**config.mk**
```make
export PLATFORM = sky130hd
export DESIGN_NAME = playfair_digraph_cipher_core
export DESIGN_NICKNAME = d
export VERILOG_FILES = /design/src/design/pfc_pkg.sv /design/src/design/pfc_ram.sv /design/src/design/playfair_digraph_cipher_core.sv
export SDC_FILE = /design/constraint.sdc
export NUM_CORES = 1
export LEC_CHECK = 0
export ABC_AREA = 0
export BUFFER_PORTS_ARGS = -buffer_cell sky130_fd_sc_hd__buf_2
export CORE_MARGIN = 3
export CORE_UTILIZATION = 25
export CTS_CLUSTER_DIAMETER = 200
export CTS_CLUSTER_SIZE = 40
export DETAILED_ROUTE_END_ITERATION = 6
export HOLD_SLACK_MARGIN = 0.02
export PLACE_DENSITY = 0.41
export REMOVE_ABC_BUFFERS = 1
export SYNTH_ARGS = -nofsm -noshare
export SYNTH_HDL_FRONTEND = slang
export SYNTH_SLANG_ARGS = --single-unit
```
**constraint.sdc**
```tcl
create_clock -name clk -period 11.7 [get_ports clk]
set_input_delay 1.755 -clock clk [delete_from_list [all_inputs] [get_ports clk]]
set_output_delay 1.755 -clock clk [all_outputs]
set_load 0.03 [all_outputs]
```
**src/design/pfc_pkg.sv**
```systemverilog
`timescale 1ns / 1ps

package pfc_pkg;

    // Grid geometry
    localparam int GRID_SIDE  = 5;
    localparam int GRID_CELLS = 25;
    localparam int IDX_W      = 5;   // letter index 0..25
    localparam int POS_W      = 3;   // row or column 0..4
    localparam int ADDR_W     = 5;   // cell address 0..24
    localparam int ALPHABET   = 26;

    // Letter indices and ASCII base
    localparam logic [IDX_W-1:0] LETTER_I   = 5'd8;
    localparam logic [IDX_W-1:0] LETTER_J   = 5'd9;
    localparam logic [IDX_W-1:0] LETTER_X   = 5'd23;
    localparam logic [IDX_W-1:0] LETTER_Z   = 5'd25;
    localparam logic [6:0]       ASCII_A    = 7'h61;
    localparam logic [POS_W-1:0] POS_LAST   = 3'd4;
    localparam logic [ADDR_W-1:0] ADDR_LAST = 5'd24;
    localparam logic [ADDR_W-1:0] CELLS_FULL = 5'd25;

    // Operation codes
    localparam logic [1:0] OP_KEY_BYTE  = 2'd0;
    localparam logic [1:0] OP_KEY_END   = 2'd1;
    localparam logic [1:0] OP_TEXT_BYTE = 2'd2;
    localparam logic [1:0] OP_TEXT_END  = 2'd3;

    typedef enum logic [3:0] {
        ST_IDLE,
        ST_FILL,
        ST_SCAN,
        ST_SCAN_END,
        ST_READ1,
        ST_READ2,
        ST_READ3,
        ST_EMIT1,
        ST_EMIT2
    } state_t;

    typedef struct packed {
        logic             valid;
        logic [IDX_W-1:0] idx;
    } letter_t;

    // Map a raw byte to a letter index, folding j onto i
    function automatic letter_t letter_index(input logic [7:0] b);
        letter_t    res;
        logic [7:0] tmp;
        res.valid = 1'b0;
        tmp       = 8'h00;
        if (b >= 8'h41 && b <= 8'h5A) begin
            tmp       = b - 8'h41;
            res.valid = 1'b1;
        end else if (b >= 8'h61 && b <= 8'h7A) begin
            tmp       = b - 8'h61;
            res.valid = 1'b1;
        end
        res.idx = tmp[IDX_W-1:0];
        if (res.idx == LETTER_J) begin
            res.idx = LETTER_I;
        end
        return res;
    endfunction

    // Move one place forward or backward around a row or column
    function automatic logic [POS_W-1:0] step_pos(input logic [POS_W-1:0] p,
                                                  input logic dec);
        logic [POS_W-1:0] res;
        if (dec) begin
            res = (p == '0) ? POS_LAST : p - 3'd1;
        end else begin
            res = (p == POS_LAST) ? '0 : p + 3'd1;
        end
        return res;
    endfunction

    // Row-major cell address: row * 5 + col
    function automatic logic [ADDR_W-1:0] grid_addr(input logic [POS_W-1:0] row,
                                                   input logic [POS_W-1:0] col);
        logic [ADDR_W-1:0] r;
        r = {2'b00, row};
        return (r << 2) + r + {2'b00, col};
    endfunction

endpackage

```
**src/design/pfc_ram.sv**
```systemverilog
`timescale 1ns / 1ps

module pfc_ram #(
    parameter int WIDTH = 8,
    parameter int DEPTH = 32
) (
    input  logic                     clk,
    input  logic                     we,
    input  logic [$clog2(DEPTH)-1:0] waddr,
    input  logic [WIDTH-1:0]         wdata,
    input  logic [$clog2(DEPTH)-1:0] raddr,
    output logic [WIDTH-1:0]         rdata
);

    logic [WIDTH-1:0] mem [DEPTH];
    logic [WIDTH-1:0] rdata_reg;

    // Write port and registered read port
    always_ff @(posedge clk)
    begin
        if (we)
        begin
            mem[waddr] <= wdata;
        end
        rdata_reg <= mem[raddr];
    end

    assign rdata = rdata_reg;

endmodule

```
**src/design/playfair_digraph_cipher_core.sv**
```systemverilog
`timescale 1ns / 1ps

// Playfair cipher engine on a 5x5 letter grid held in a small RAM.
// Input channel (in_valid / in_stall): operation plus data_byte. Key bytes
// build the grid, key end fills the rest of the grid, text bytes are paired
// and each pair gives two result transactions; text end pads a lone letter.
// Output channel (out_valid / out_stall): letter plus last_of_run, which
// marks the second letter of a pair.
// cfg_write_en / cfg_write_data set decrypt_mode; write it only when idle.
// A key byte or a first text letter is taken without leaving idle. Key end
// walks the alphabet once through the grid write port. A pair scans all 25
// cells through the single RAM read port into two comparators, then reads
// two cells and loads the output register twice, first letter then second,
// in_stall high throughout.
// A stalled receiver holds the result in the output register; the block
// waits in its emit step, and takes the next input once the last letter
// of a pair is loaded. Reset clears the key state, the pending letter and
// the mode; grid contents stay undefined until written by a key.

module playfair_digraph_cipher_core (
    input  logic       clk,
    input  logic       rst_n,
    input  logic       cfg_write_en,
    input  logic       cfg_write_data,
    input  logic       in_valid,
    output logic       in_stall,
    input  logic [1:0] operation,
    input  logic [7:0] data_byte,
    output logic       out_valid,
    input  logic       out_stall,
    output logic [6:0] letter,
    output logic       last_of_run
);

    localparam int IW = pfc_pkg::IDX_W;
    localparam int PW = pfc_pkg::POS_W;
    localparam int AW = pfc_pkg::ADDR_W;

    // Control state
    pfc_pkg::state_t             state_reg, state_next;
    logic                        decrypt_mode_reg;
    logic [pfc_pkg::ALPHABET-1:0] used_reg, used_next;
    logic [AW-1:0]               fill_count_reg, fill_count_next;
    logic                        pending_valid_reg, pending_valid_next;
    logic                        out_valid_reg, out_valid_next;
    logic                        look_valid_reg, look_valid_next;
    logic                        found_a_reg, found_a_next;
    logic                        found_b_reg, found_b_next;

    // Payload state
    logic [IW-1:0] pending_letter_reg, pending_letter_next;
    logic [IW-1:0] pair_b_reg, pair_b_next;
    logic [IW-1:0] fill_letter_reg, fill_letter_next;
    logic [AW-1:0] scan_addr_reg, scan_addr_next;
    logic [PW-1:0] scan_row_reg, scan_row_next;
    logic [PW-1:0] scan_col_reg, scan_col_next;
    logic [PW-1:0] look_row_reg, look_row_next;
    logic [PW-1:0] look_col_reg, look_col_next;
    logic [PW-1:0] a_row_reg, a_row_next;
    logic [PW-1:0] a_col_reg, a_col_next;
    logic [PW-1:0] b_row_reg, b_row_next;
    logic [PW-1:0] b_col_reg, b_col_next;
    logic [AW-1:0] o2_addr_reg, o2_addr_next;
    logic [IW-1:0] let1_reg, let1_next;
    logic [IW-1:0] let2_reg, let2_next;
    logic [IW-1:0] out_letter_reg, out_letter_next;
    logic          out_last_reg, out_last_next;

    // Grid RAM port
    logic          ram_we;
    logic [AW-1:0] ram_waddr;
    logic [IW-1:0] ram_wdata;
    logic [AW-1:0] ram_raddr;
    logic [IW-1:0] ram_rdata;

    pfc_pkg::letter_t in_letter;
    logic             out_free;
    logic [AW-1:0]    o1_addr;
    logic [AW-1:0]    o2_addr;

    pfc_ram #(
        .WIDTH (pfc_pkg::IDX_W),
        .DEPTH (pfc_pkg::GRID_CELLS)
    ) u_grid (
        .clk   (clk),
        .we    (ram_we),
        .waddr (ram_waddr),
        .wdata (ram_wdata),
        .raddr (ram_raddr),
        .rdata (ram_rdata)
    );

    assign in_letter = pfc_pkg::letter_index(data_byte);
    assign out_free  = !out_valid_reg || !out_stall;

    // Output cells of the pair from the located positions
    always_comb
    begin
        if (a_col_reg == b_col_reg)
        begin
            o1_addr = pfc_pkg::grid_addr(pfc_pkg::step_pos(a_row_reg, decrypt_mode_reg),
                                         a_col_reg);
            o2_addr = pfc_pkg::grid_addr(pfc_pkg::step_pos(b_row_reg, decrypt_mode_reg),
                                         b_col_reg);
        end
        else if (a_row_reg == b_row_reg)
        begin
            o1_addr = pfc_pkg::grid_addr(a_row_reg,
                                         pfc_pkg::step_pos(a_col_reg, decrypt_mode_reg));
            o2_addr = pfc_pkg::grid_addr(b_row_reg,
                                         pfc_pkg::step_pos(b_col_reg, decrypt_mode_reg));
        end
        else
        begin
            o1_addr = pfc_pkg::grid_addr(a_row_reg, b_col_reg);
            o2_addr = pfc_pkg::grid_addr(b_row_reg, a_col_reg);
        end
    end

    // Sequencer: next state, datapath updates and RAM control
    always_comb
    begin
        state_next          = state_reg;
        used_next           = used_reg;
        fill_count_next     = fill_count_reg;
        pending_valid_next  = pending_valid_reg;
        out_valid_next      = out_valid_reg;
        look_valid_next     = 1'b0;
        found_a_next        = found_a_reg;
        found_b_next        = found_b_reg;
        pending_letter_next = pending_letter_reg;
        pair_b_next         = pair_b_reg;
        fill_letter_next    = fill_letter_reg;
        scan_addr_next      = scan_addr_reg;
        scan_row_next       = scan_row_reg;
        scan_col_next       = scan_col_reg;
        look_row_next       = scan_row_reg;
        look_col_next       = scan_col_reg;
        a_row_next          = a_row_reg;
        a_col_next          = a_col_reg;
        b_row_next          = b_row_reg;
        b_col_next          = b_col_reg;
        o2_addr_next        = o2_addr_reg;
        let1_next           = let1_reg;
        let2_next           = let2_reg;
        out_letter_next     = out_letter_reg;
        out_last_next       = out_last_reg;
        ram_we              = 1'b0;
        ram_waddr           = fill_count_reg;
        ram_wdata           = in_letter.idx;
        ram_raddr           = scan_addr_reg;
        in_stall            = (state_reg != pfc_pkg::ST_IDLE);

        // Drop the output transaction once taken
        if (out_valid_reg && !out_stall)
        begin
            out_valid_next = 1'b0;
        end

        // Compare the cell read last cycle; keep the first match only
        if (look_valid_reg)
        begin
            if (!found_a_reg && ram_rdata == pending_letter_reg)
            begin
                found_a_next = 1'b1;
                a_row_next   = look_row_reg;
                a_col_next   = look_col_reg;
            end
            if (!found_b_reg && ram_rdata == pair_b_reg)
            begin
                found_b_next = 1'b1;
                b_row_next   = look_row_reg;
                b_col_next   = look_col_reg;
            end
        end

        case (state_reg)
            pfc_pkg::ST_IDLE:
            begin
                if (in_valid)
                begin
                    case (operation)
                        pfc_pkg::OP_KEY_BYTE:
                        begin
                            if (in_letter.valid && fill_count_reg != pfc_pkg::CELLS_FULL
                                && !used_reg[in_letter.idx])
                            begin
                                ram_we                    = 1'b1;
                                used_next[in_letter.idx]  = 1'b1;
                                fill_count_next           = fill_count_reg + 5'd1;
                            end
                        end
                        pfc_pkg::OP_KEY_END:
                        begin
                            fill_letter_next = '0;
                            state_next       = pfc_pkg::ST_FILL;
                        end
                        pfc_pkg::OP_TEXT_BYTE:
                        begin
                            if (in_letter.valid)
                            begin
                                if (!pending_valid_reg)
                                begin
                                    pending_letter_next = in_letter.idx;
                                    pending_valid_next  = 1'b1;
                                end
                                else
                                begin
                                    pair_b_next = in_letter.idx;
                                    state_next  = pfc_pkg::ST_SCAN;
                                end
                            end
                        end
                        pfc_pkg::OP_TEXT_END:
                        begin
                            if (pending_valid_reg)
                            begin
                                pair_b_next = pfc_pkg::LETTER_X;
                                state_next  = pfc_pkg::ST_SCAN;
                            end
                        end
                        default:
                        begin
                            state_next = pfc_pkg::ST_IDLE;
                        end
                    endcase
                    // Start a pair scan from the first cell
                    if (state_next == pfc_pkg::ST_SCAN)
                    begin
                        pending_valid_next = 1'b0;
                        scan_addr_next     = '0;
                        scan_row_next      = '0;
                        scan_col_next      = '0;
                        found_a_next       = 1'b0;
                        found_b_next       = 1'b0;
                        a_row_next         = '0;
                        a_col_next         = '0;
                        b_row_next         = '0;
                        b_col_next         = '0;
                    end
                end
            end
            pfc_pkg::ST_FILL:
            begin
                ram_wdata = fill_letter_reg;
                if (fill_letter_reg != pfc_pkg::LETTER_J
                    && fill_count_reg != pfc_pkg::CELLS_FULL
                    && !used_reg[fill_letter_reg])
                begin
                    ram_we                     = 1'b1;
                    used_next[fill_letter_reg] = 1'b1;
                    fill_count_next            = fill_count_reg + 5'd1;
                end
                if (fill_letter_reg == pfc_pkg::LETTER_Z)
                begin
                    used_next       = '0;
                    fill_count_next = '0;
                    state_next      = pfc_pkg::ST_IDLE;
                end
                else
                begin
                    fill_letter_next = fill_letter_reg + 5'd1;
                end
            end
            pfc_pkg::ST_SCAN:
            begin
                look_valid_next = 1'b1;
                if (scan_addr_reg == pfc_pkg::ADDR_LAST)
                begin
                    state_next = pfc_pkg::ST_SCAN_END;
                end
                else
                begin
                    scan_addr_next = scan_addr_reg + 5'd1;
                    if (scan_col_reg == pfc_pkg::POS_LAST)
                    begin
                        scan_col_next = '0;
                        scan_row_next = scan_row_reg + 3'd1;
                    end
                    else
                    begin
                        scan_col_next = scan_col_reg + 3'd1;
                    end
                end
            end
            pfc_pkg::ST_SCAN_END:
            begin
                state_next = pfc_pkg::ST_READ1;
            end
            pfc_pkg::ST_READ1:
            begin
                ram_raddr    = o1_addr;
                o2_addr_next = o2_addr;
                state_next   = pfc_pkg::ST_READ2;
            end
            pfc_pkg::ST_READ2:
            begin
                ram_raddr  = o2_addr_reg;
                let1_next  = ram_rdata;
                state_next = pfc_pkg::ST_READ3;
            end
            pfc_pkg::ST_READ3:
            begin
                ram_raddr  = o2_addr_reg;
                let2_next  = ram_rdata;
                state_next = pfc_pkg::ST_EMIT1;
            end
            pfc_pkg::ST_EMIT1:
            begin
                if (out_free)
                begin
                    out_valid_next  = 1'b1;
                    out_letter_next = let1_reg;
                    out_last_next   = 1'b0;
                    state_next      = pfc_pkg::ST_EMIT2;
                end
            end
            pfc_pkg::ST_EMIT2:
            begin
                if (out_free)
                begin
                    out_valid_next  = 1'b1;
                    out_letter_next = let2_reg;
                    out_last_next   = 1'b1;
                    state_next      = pfc_pkg::ST_IDLE;
                end
            end
            default:
            begin
                state_next = pfc_pkg::ST_IDLE;
            end
        endcase
    end

    // Hold control state
    always_ff @(posedge clk or negedge rst_n)
    begin
        if (!rst_n)
        begin
            state_reg         <= pfc_pkg::ST_IDLE;
            decrypt_mode_reg  <= 1'b0;
            used_reg          <= '0;
            fill_count_reg    <= '0;
            pending_valid_reg <= 1'b0;
            out_valid_reg     <= 1'b0;
            look_valid_reg    <= 1'b0;
            found_a_reg       <= 1'b0;
            found_b_reg       <= 1'b0;
        end
        else
        begin
            state_reg         <= state_next;
            if (cfg_write_en)
            begin
                decrypt_mode_reg <= cfg_write_data;
            end
            used_reg          <= used_next;
            fill_count_reg    <= fill_count_next;
            pending_valid_reg <= pending_valid_next;
            out_valid_reg     <= out_valid_next;
            look_valid_reg    <= look_valid_next;
            found_a_reg       <= found_a_next;
            found_b_reg       <= found_b_next;
        end
    end

    // Hold payload state
    always_ff @(posedge clk)
    begin
        pending_letter_reg <= pending_letter_next;
        pair_b_reg         <= pair_b_next;
        fill_letter_reg    <= fill_letter_next;
        scan_addr_reg      <= scan_addr_next;
        scan_row_reg       <= scan_row_next;
        scan_col_reg       <= scan_col_next;
        look_row_reg       <= look_row_next;
        look_col_reg       <= look_col_next;
        a_row_reg          <= a_row_next;
        a_col_reg          <= a_col_next;
        b_row_reg          <= b_row_next;
        b_col_reg          <= b_col_next;
        o2_addr_reg        <= o2_addr_next;
        let1_reg           <= let1_next;
        let2_reg           <= let2_next;
        out_letter_reg     <= out_letter_next;
        out_last_reg       <= out_last_next;
    end

    assign out_valid   = out_valid_reg;
    assign letter      = pfc_pkg::ASCII_A + {2'b00, out_letter_reg};
    assign last_of_run = out_last_reg;

endmodule

```
==> reports/qor.txt, run 1 <==
Crit path max fanout: 25
Final Slew Violations: 0
Yosys warning count: 0
DRT Pass-1 Iters: 5
Fillers: 5215
Commonest non-fill, non-tap cell in the layout: edfxtp_1
Core area: 0.0495 sq mm
Max-cap violation count: 0
Post-synthesis instance total: 1102
# resized after CTS: 0
Reg2reg setup slack: 6450 ps
DIE WIDTH: 231 microns
Hold/Removal Path Class: reg2reg
GP Congestion: 0.856
Area occupied by multi-input gates: 0.00563 sq mm
PD cells: 272 mW/mm^2
Max VDD drop: 0.166 mV
Final worst path period share: 51.9%
Die area: 0.0534 sq mm
CP Data Arrival Time: 6240 ps
Leak Pwr: 5.17 nW
CP endpoint kind: flip-flop
CTS Buf Count: 9
Most frequent cells in the layout: edfxtp_1 (172), nor2_1 (84), mux2i_1 (78), nand2_1 (74), a21oi_1 (56)
Synth cell types: 74
Layout cells sized above 1: 9.74%
Congestion Overflow GR: 0
Ys async rst share: 17.4%
Setup Skew: 38.6 ps
Nets: 1171
Minimum clock period: 6070 ps
Final Hold Viols: 0
Crit Path Class: in2reg
FF+latch count, synth: 236
Setup_tns: 0 ps
Seq. cell area: 0.00665 sq mm
Vias/cell: 4.83
Sequential area share after synthesis: 52.5%
Die Y: 231 microns
Vias in the first global route: 8760
Synth Area per Inst: 11.5 sq um
CTS root buf: clkbuf_16
Main synth FF type: edfxtp_1
H-tree depth: 1
Post-CTS Setup Bufs: 0
Final Power: 0.00376 W
# IOs: 26
WP data required: 11870 ps
CTS clk-pin slew, worst paths: 170 ps
Initial Utilization: 25.6%
RSZ-0062 raised after global routing: false
Placed wire-length estimate: 24600 microns
Clock buffer depth: 3
DRT Wirelength: 35000 microns
Vias: 8515
Mapped Area: 0.0127 sq mm
Row cnt: 81
Largest net degree at the start of global routing: 61
Initial antenna violation count: 0
Post-route ant nets: 0
Port Buffer Count: 25
Count of final setup violators: 0
Initial DRC Count: 611
Hold_buf cts: 0
Max FFs per register: 125
Worst setup SP type: input pin
Status: finished, final reports clean
First-pass GRT wire length: 53700 microns
Routed WL per cell: 19.9 microns
Pre-CTS setup slack: 5110 ps
Gr usage total: 12.9%
Max-slew headroom: 28.3%
Clock Latency Late Sink: 500 ps
Max Freq: 165 MHz
Slew at the pin closest to its max-slew limit: 1070 ps
Drt drc: 0
CTS tree: yes
EDFF count, synth: 172
Layout area overhead: 8.96%
Clock sink count: 236
Setup ws final: 5630 ps
==> power breakdown <==
part           switching (W)  total (W)  internal, W
sequential          0.000186    0.00128      0.00109
clock               0.000255   0.000414     0.000158
combinational        0.00124    0.00207     0.000831
total                0.00168    0.00376      0.00208
==> final cells by class <==
cell class                      instances  area share [%]
Sequential cell                       236            48.2
Multi-Input combinational cell        759            40.8
Tap cell                              664            6.02
Clock buffer                           13            1.90
Timing Repair Buffer                   39            1.67
Inverter                               51            1.39
Antenna cell                            1          0.0181
==> through the flow <==
step	cell area [sq um]	util, %	hold WS [ps]	std cells
global route	13800	27.9	446	1762
detailed placement	13500	27.4	379	1749
CTS	13800	27.9	436	1762
finish	13800	27.9	432	1763
global placement	13500	27.4	365	1749
floorplan	12400	-	352	1046
==> cell usage after synthesis (all sizes together) (3+ instances only) <==
cell type	count	share of area (%)
or3	4	0.20
a32o	3	0.24
and2	9	0.44
nor2	84	2.5
mux2	34	3.1
clkbuf	37	1.1
nor3	22	0.91
nor4	5	0.25
o31ai	5	0.41
a22o	10	0.69
nor2b	11	0.54
nand2b	16	0.79
xor2	20	1.4
nand4	7	0.40
a21oi	57	2.3
o21a	7	0.42
mux4	6	1.1
nand3	31	1.2
fa	6	0.95
a2bb2oi	6	0.42
o211ai	5	0.30
a211oi	6	0.36
a21o	6	0.36
o221ai	3	0.21
nand2	74	2.2
a221o	9	0.71
dfxtp	23	3.6
a22oi	5	0.30
mux2i	78	6.2
inv	51	1.5
a311oi	3	0.40
or4	3	0.18
a221oi	5	0.35
xnor2	27	1.9
o22ai	13	0.64
o22a	4	0.28
a31oi	10	0.49
buf	19	0.90
o2111ai	7	0.48
edfxtp	172	41
and3	36	1.8
dfrtp	41	8.1
nor3b	6	0.40
ha	53	5.2
o21ai	45	1.8
==> worst paths after layout <==
kind,start,to,cells past startpoint
max,data_byte[0],u_grid.mem[8][0],11
max in group asynchronous,rst_n,found_a_reg,2
max reg2reg,a_row_reg[1],u_grid.rdata[3],13
min in group asynchronous,rst_n,used_reg[22],2
min,look_row_next[0],look_row_reg[0],0
min reg2reg,look_row_next[0],look_row_reg[0],0
==> layer usage <==
metal | vias up | global-route usage (%) | wire (microns)
met5 | - | 0 | 0
met4 | 0 | 2.44 | 515
met3 | 33 | 1.30 | 1040
met2 | 146 | 21.3 | 16200
met1 | 4280 | 18.4 | 17300
li1 | 4056 | - | -
==> worst max-delay path, stage by stage <==
cell and delay [ps]:
buf_2 360, inv_2 160, ha_1 410, nand2b_1 170, nor4_1 70, nor3_2 800, o21ai_0 550, a22o_1 390
nor4_1 330, a21o_1 770, and3_1 440
==> logic make-up (layout without fill, tap and decap cells) <==
logic type	after synthesis	after routing	share of synthesized area, %
XOR/XNOR	47	47	3.25
flip-flops	236	236	52.5
multiplexers	118	118	10.3
buffers and inverters	107	103	3.51
other	0	1	0
AND/OR/NAND/NOR	314	314	12.2
AO/OA/AOI/OAI	221	221	12.1
adder cells (fa/ha/maj)	59	59	6.19
Note: power is estimated with default switching activity, not from simulation.
==> inputs of run 2 (changes only) <==
==> constraint.sdc (replaced) <==
create_clock -name clk -period 6.1 [get_ports clk]
set_input_delay 0.915 -clock clk [delete_from_list [all_inputs] [get_ports clk]]
set_output_delay 0.915 -clock clk [all_outputs]
set_load 0.03 [all_outputs]
==> run 2 against run 1 <==
Net effect:
- register-to-register slack worse by 4900 ps
- first-iteration DRC count down 9.3%
- core utilization up 0.18 points
- non-clock buffer count up 11
- global-route usage down 0.17 points
- clock power up 93%
- worst setup slack worse by 4100 ps
- sequential cell count unchanged
- sequential power up 91%
- largest power group unchanged
- highest routed layer unchanged
==> reports/qor.txt, run 2 (same netlist as run 1, synthesis figures left out) <==
Post-CTS Setup Bufs: 0 (unchanged)
Hold/Removal Path Class: reg2reg
Worst R2R Start: a_row_reg[1]
RSZ-0062 raised after global routing: false
Crit Path Class: in2reg
Worst setup SP type: input pin
CTS clk-pin slew, worst paths: 160 ps (about the same)
Max-slew headroom: 31.6% (+3.3 points)
DIE WIDTH: 231 microns (unchanged)
Inst Count DP: 1760 (+0.63%)
CTS Buf Count: 9 (unchanged)
Die area: 0.0534 sq mm (unchanged)
Final worst path period share: 74.4%
CTS tree: yes
DRT Pass-1 Iters: 5 (unchanged)
Port Buffer Count: 25 (unchanged)
Max FFs per register: 125 (unchanged)
# resized after CTS: 0 (unchanged)
Commonest non-fill, non-tap cell in the layout: edfxtp_1
Worst Hold Slack: 419 ps (-13.5 ps)
Minimum clock period: 4540 ps
Critical path's top delay family: simple AND/OR/NAND/NOR gates
GP Congestion: 0.829 (-3.2%)
Leak Pwr: 5.23 nW (+1.1%)
Placed wire-length estimate: 24600 microns (about the same)
Hold path startpoint: look_col_next[2]
Max-cap violation count: 0 (unchanged)
Layout cells sized above 1: 10.6% (+0.90 points)
Final Hold Viols: 0 (unchanged)
Crit path max-delay cell type: nor3_2
# IOs: 26 (unchanged)
Vias in the first global route: 8617 (-1.6%)
Max Freq: 220 MHz
Vias/cell: 4.79 (-0.84%)
Clock Latency Late Sink: 500 ps (about the same)
Routed WL per cell: 19.5 microns (-1.8%)
Slew at the pin closest to its max-slew limit: 1030 ps (-46.8 ps)
Post-route ant nets: 0 (unchanged)
Setup_tns: 0 ps (unchanged)
Max VDD drop: 0.166 mV (-0.46%)
Count of final setup violators: 0 (unchanged)
Initial antenna violation count: 1 (+1)
Final Slew Violations: 0 (unchanged)
Core area: 0.0495 sq mm (unchanged)
PD cells: 520 mW/mm^2 (+91%)
Hold_buf cts: 0 (unchanged)
Die Y: 231 microns (unchanged)
CTS root buf: clkbuf_16
Vias: 8496 (-0.22%)
Worst Path Buf+Inv: 3 (+1)
Peak per-stage delay on the critical path: 770 ps (-30 ps)
Setup Skew: 31.3 ps (-7.32 ps)
Most frequent cells in the layout: edfxtp_1 (172), nor2_1 (84), mux2i_1 (78), nand2_1 (74), a21oi_1 (56)
Clock buffer depth: 3 (unchanged)
Clock sink count: 236 (unchanged)
First-pass GRT wire length: 52800 microns (-1.6%)
H-tree depth: 1 (unchanged)
Layout area overhead: 9.65%
Status: finished, final reports clean
Crit path max fanout: 17 (-32%)
Drt drc: 0 (unchanged)
Initial Utilization: 25.6% (unchanged)
Crit path from: data_byte[0]
CP Data Arrival Time: 4990 ps (-1250 ps)
Nets: 1182 (+0.94%)
Worst path cell trace: buf_2 -> inv_2 -> ha_1 -> nand2b_1 -> nor4_1 -> nor3_2 -> o21ai_0 -> a22o_1 -> o31ai_4 -> and2_1 -> buf_4 -> a32o_1
DRT Wirelength: 34600 microns (-1.2%)
Row cnt: 81 (unchanged)
CP endpoint kind: flip-flop
Largest net degree at the start of global routing: 42 (-31%)
Gr usage total: 12.7% (-0.17 points)
Non-Filler Instances: 1774 (+0.62%)
Congestion Overflow GR: 0 (unchanged)
WP data required: 6540 ps (-5330 ps)
Initial DRC Count: 554 (-9.3%)
[run 2: area by class of cell]
| cell class | count | area (sq um) |
|---|---|---|
| Clock inverter | 1 | 30.0 |
| Timing Repair Buffer | 50 | 313 |
| Fill cell | 5220 | 35600 |
| Multi-Input combinational cell | 759 | 5630 |
| Tap cell | 664 | 831 |
| Antenna cell | 1 | 2.50 |
| Inverter | 51 | 191 |
| Sequential cell | 236 | 6650 |
| Clock buffer | 12 | 236 |
[run 2: metrics by stage]
step	area, sq um	total power, W	worst slack (ps)	utilization, %
floorplan	12400	0.00519	923	-
global placement	13600	0.00651	1070	27.5
detailed placement	13600	0.00652	999	27.5
CTS	13900	0.00732	1500	28.1
global route	13900	0.00780	1230	28.1
finish	13900	0.00722	1560	28.1
[run 2: worst reg2reg max path, delay by kind of cell (launching register included)]
| family | cells | cell delay, ps |
|---|---|---|
| fa+ha+maj | 4 | 1510 |
| compound gates | 5 | 1470 |
| flops | 1 | 520 |
| mux | 2 | 460 |
| buf+inv | 2 | 340 |
| simple gates | 1 | 130 |
[run 2: layer usage]
metal / up-vias / track usage (%) / routed length, microns
met5: - / 0 / 0
met2: 174 / 20.5 / 15800
met3: 34 / 0.946 / 1150
met1: 4210 / 18.7 / 17000
met4: 0 / 2.75 / 584
li1: 4078 / - / -
[run 2: where the power goes]
part | switching [W] | internal, W
combinational | 0.00236 | 0.00162
sequential | 0.000348 | 0.00209
clock | 0.000478 | 0.000320
[run 2: path summary, 6_finish.rpt]
kind / to / slack, ps / depth (start not counted)
max in group asynchronous: state_reg[2] / 5100 / 2
worst min-delay path: look_col_reg[2] / 420 / 0
worst min register to register: look_col_reg[2] / 420 / 0
worst max-delay path: used_reg[25] / 1560 / 12
min in group asynchronous: used_reg[9] / 510 / 2
worst max register to register: u_grid.rdata[3] / 1580 / 14
==> inputs of run 3 (changes only) <==
--- a/config.mk
+++ b/config.mk
@@ -5,7 +5,7 @@
 export SDC_FILE = /design/constraint.sdc
 export NUM_CORES = 1
 export LEC_CHECK = 0
-export ABC_AREA = 0
+export ABC_AREA = 1
 export BUFFER_PORTS_ARGS = -buffer_cell sky130_fd_sc_hd__buf_2
 export CORE_MARGIN = 3
 export CORE_UTILIZATION = 25
@@ -13,7 +13,7 @@
 export CTS_CLUSTER_SIZE = 40
 export DETAILED_ROUTE_END_ITERATION = 6
 export HOLD_SLACK_MARGIN = 0.02
-export PLACE_DENSITY = 0.41
+export PLACE_DENSITY = 0.42
 export REMOVE_ABC_BUFFERS = 1
 export SYNTH_ARGS = -nofsm -noshare
 export SYNTH_HDL_FRONTEND = slang
==> constraint.sdc (replaced) <==
create_clock -name clk -period 4.1 [get_ports clk]
set_input_delay 0.615 -clock clk [delete_from_list [all_inputs] [get_ports clk]]
set_output_delay 0.615 -clock clk [all_outputs]
set_load 0.03 [all_outputs]
==> run 3 against run 2 <==
Net effect:
- synthesized cell count up 27%
- synthesized area is 1.5% higher
- core utilization increased by 0.14 points
- routed wire length is 4.5% higher
- critical endpoint is now u_grid.rdata[0]
- largest cell class unchanged
==> reports/qor.txt, run 3 <==
Status: finished, final reports clean
# IOs: 26 (unchanged)
H-tree depth: 1 (unchanged)
Max-slew headroom: 34.2% (+2.6 points)
Max FFs per register: 125 (unchanged)
Clock Latency Late Sink: 510 ps (about the same)
Vias/cell: 4.63 (-3.2%)
Clock buffer depth: 3 (unchanged)
Met3 GRT Util: 1.64% (+0.69 points)
Yosys warning count: 0 (unchanged)
Area share of the largest cell type after synthesis: 40.2% (-0.61 points)
Most frequent cells in the layout: nand2_1 (269), edfxtp_1 (172), inv_1 (151), nor2_1 (117), o21ai_0 (98)
Synth Area per Inst: 9.16 sq um (-20%)
Grt met1 use: 19.5% (+0.89 points)
Hold/Removal Path Class: in2async
Final worst path period share: 90.2%
Row cnt: 82 (+1.2%)
Nets: 1501 (+27%)
Port Buffer Count: 25 (unchanged)
Gr usage total: 13.3% (+0.65 points)
WP data required: 4500 ps (-2040 ps)
Leak Pwr: 5.73 nW (+9.6%)
EDFF count, synth: 172 (unchanged)
DP Area: 0.0140 sq mm (+2.6%)
Slew at the pin closest to its max-slew limit: 980 ps (-46.5 ps)
First-pass GRT wire length: 57000 microns (+7.9%)
Global routing usage on met2: 21.1% (+0.62 points)
RSZ-0062 raised after global routing: false
Final Hold Viols: 0 (unchanged)
CP Data Arrival Time: 4100 ps (-890 ps)
Worst setup SP type: flip-flop
Fillers: 5432 (+4.1%)
Main synth FF type: edfxtp_1
Commonest non-fill, non-tap cell in the layout: nand2_1
CTS root buf: clkbuf_16
Post-synthesis instance total: 1403 (+27%)
Ys async rst share: 17.4% (unchanged)
DIE WIDTH: 233 microns (+0.74%)
Max VDD drop: 0.492 mV (+200%)
Setup Skew: 37.0 ps (+5.68 ps)
Global route hottest layer: met2
Reg2reg setup slack: 400 ps (-1180 ps)
Synth cell count leaders: nand2_1 (270), edfxtp_1 (172), inv_1 (151), nor2_1 (118), o21ai_0 (102)
Post-CTS Setup Bufs: 0 (unchanged)
Die area: 0.0542 sq mm (+1.5%)
Largest net degree at the start of global routing: 72 (+71%)
Die Y: 233 microns (+0.74%)
R2r endpoint: u_grid.rdata[0]
Initial Utilization: 25.5% (-0.14 points)
Number of diodes: 0 (-1)
Synth cell types: 47 (-36%)
Finished Cell Area: 0.0142 sq mm (+2.6%)
Vias: 9727 (+14%)
Crit path max fanout: 15 (-2)
Initial DRC Count: 815 (+47%)
CTS Buf Count: 9 (unchanged)
Final Slew Violations: 0 (unchanged)
DRT Pass-1 Iters: 6 (+1)
CP endpoint kind: flip-flop
Largest area contributor in the netlist: edfxtp_1
Sequential area share after synthesis: 51.7% (-0.79 points)
Vias in the first global route: 9645 (+12%)
Core area: 0.0505 sq mm (+2.1%)
Max-cap violation count: 0 (unchanged)
FF+latch count, synth: 236 (unchanged)
Layout area overhead: 10.8%
Mapped Area: 0.0129 sq mm (+1.5%)
Worst Setup EP: u_grid.rdata[0]
Count leader, synth: nand2_1
PD cells: 783 mW/mm^2 (+51%)
Minimum clock period: 3700 ps
Clock sink count: 236 (unchanged)
Placed wire-length estimate: 26100 microns (+6.1%)
Congestion Overflow GR: 0 (unchanged)
Crit Path Class: reg2reg
CTS tree: yes
DRT Wirelength: 36100 microns (+4.5%)
Worst R2R Start: a_row_reg[1]
Initial antenna violation count: 0 (-1)
Post-route ant nets: 0 (unchanged)
Count of final setup violators: 0 (unchanged)
Crit path from: a_row_reg[1]
CTS clk-pin slew, worst paths: 160 ps (about the same)
Layout cells sized above 1: 11.2% (+0.57 points)
Max Freq: 270 MHz
GP Congestion: 0.828 (about the same)
R2r worst-path depth: 16 (+2)
Routed WL per cell: 17.2 microns (-12%)
Top cells by area, synth: edfxtp_1 (40%), dfrtp_1 (8.0%), nand2_1 (7.9%)
Drt drc: 0 (unchanged)
Setup_tns: 0 ps (unchanged)
run 3: changes by cell type after synthesis, moves of 30 or more:
cell / delta
and3_1: -36
inv_1: +101
mux2_2: -30
mux2i_1: -78
nand2_1: +196
nand3_1: +50
nand4_1: +36
nor2_1: +34
o211ai_1: +66
o21ai_0: +60
or2_2: +38
run 3: stage by stage:
step | cells | total power, W | utilization (%) | worst slack (ps) | hold WS, ps
finish | 2099 | 0.0111 | 28.2 | 401 | 189
global route | 2099 | 0.0122 | 28.2 | 40.8 | 219
CTS | 2099 | 0.0113 | 28.2 | 277 | 206
detailed placement | 2087 | 0.0100 | 27.7 | 133 | 369
global placement | 2087 | 0.0101 | 27.7 | 243 | 365
floorplan | 1344 | 0.00760 | - | 305 | 319
run 3: layer usage:
layer | wire (microns) | up-vias
met3 | 1380 | 41
li1 | - | 4842
met5 | 0 | -
met4 | 658 | 0
met2 | 16100 | 173
met1 | 18000 | 4671
run 3: worst min path at each step:
stage	from	end	slack (ps)	depth (start not counted)
2_1_floorplan	rst_n	decrypt_mode_reg	320	0
3_3_place_gp	look_row_next[1]	look_row_reg[1]	360	0
3_5_place_dp	look_row_next[1]	look_row_reg[1]	370	0
4_1_cts	rst_n	used_reg[6]	210	2
5_1_grt	rst_n	used_reg[6]	220	2
6_report	rst_n	used_reg[6]	190	2
run 3: cells by family after synthesis:
kind of cell             after synthesis  synth area share (%)
XOR/XNOR                              31                  2.11
flip-flops                           236                  51.7
adder cells (fa/ha/maj)               59                  6.09
AND/OR/NAND/NOR                      589                  20.9
buffers and inverters                219                  6.77
AO/OA/AOI/OAI                        269                  12.4
run 3: cell type report:
class / instances / area [sq um] / share of cell area [%]
Clock inverter: 1 / 30.0 / 0.211
Timing Repair Buffer: 71 / 508 / 3.57
Tap cell: 672 / 841 / 5.90
Multi-Input combinational cell: 948 / 5380 / 37.8
Clock buffer: 11 / 233 / 1.63
Sequential cell: 236 / 6650 / 46.7
Inverter: 160 / 601 / 4.22
run 3: repair_timing:
item	in CTS	in global routing
setup endpoints to repair	0	5
gates resized for setup	0	1
hold buffers	0	0
run 3: report_power, final:
part,switching [W],internal (W),total [W]
clock,0.000730,0.000473,0.00120
combinational,0.00422,0.00213,0.00635
sequential,0.000411,0.00318,0.00359
total,0.00536,0.00578,0.0111
run 3: critical path: stages (launching register included):
cell and delay, ps:
dfxtp_1 360, inv_1 80, ha_1 230, ha_1 190, nor2_1 120, nand2_1 70
o22ai_1 240, fa_1 530, fa_1 480, o211ai_1 230, o221ai_1 210, inv_1 420
o211ai_1 160, nand3_1 120, nand2_1 70, nand2_1 60, nand2_1 40
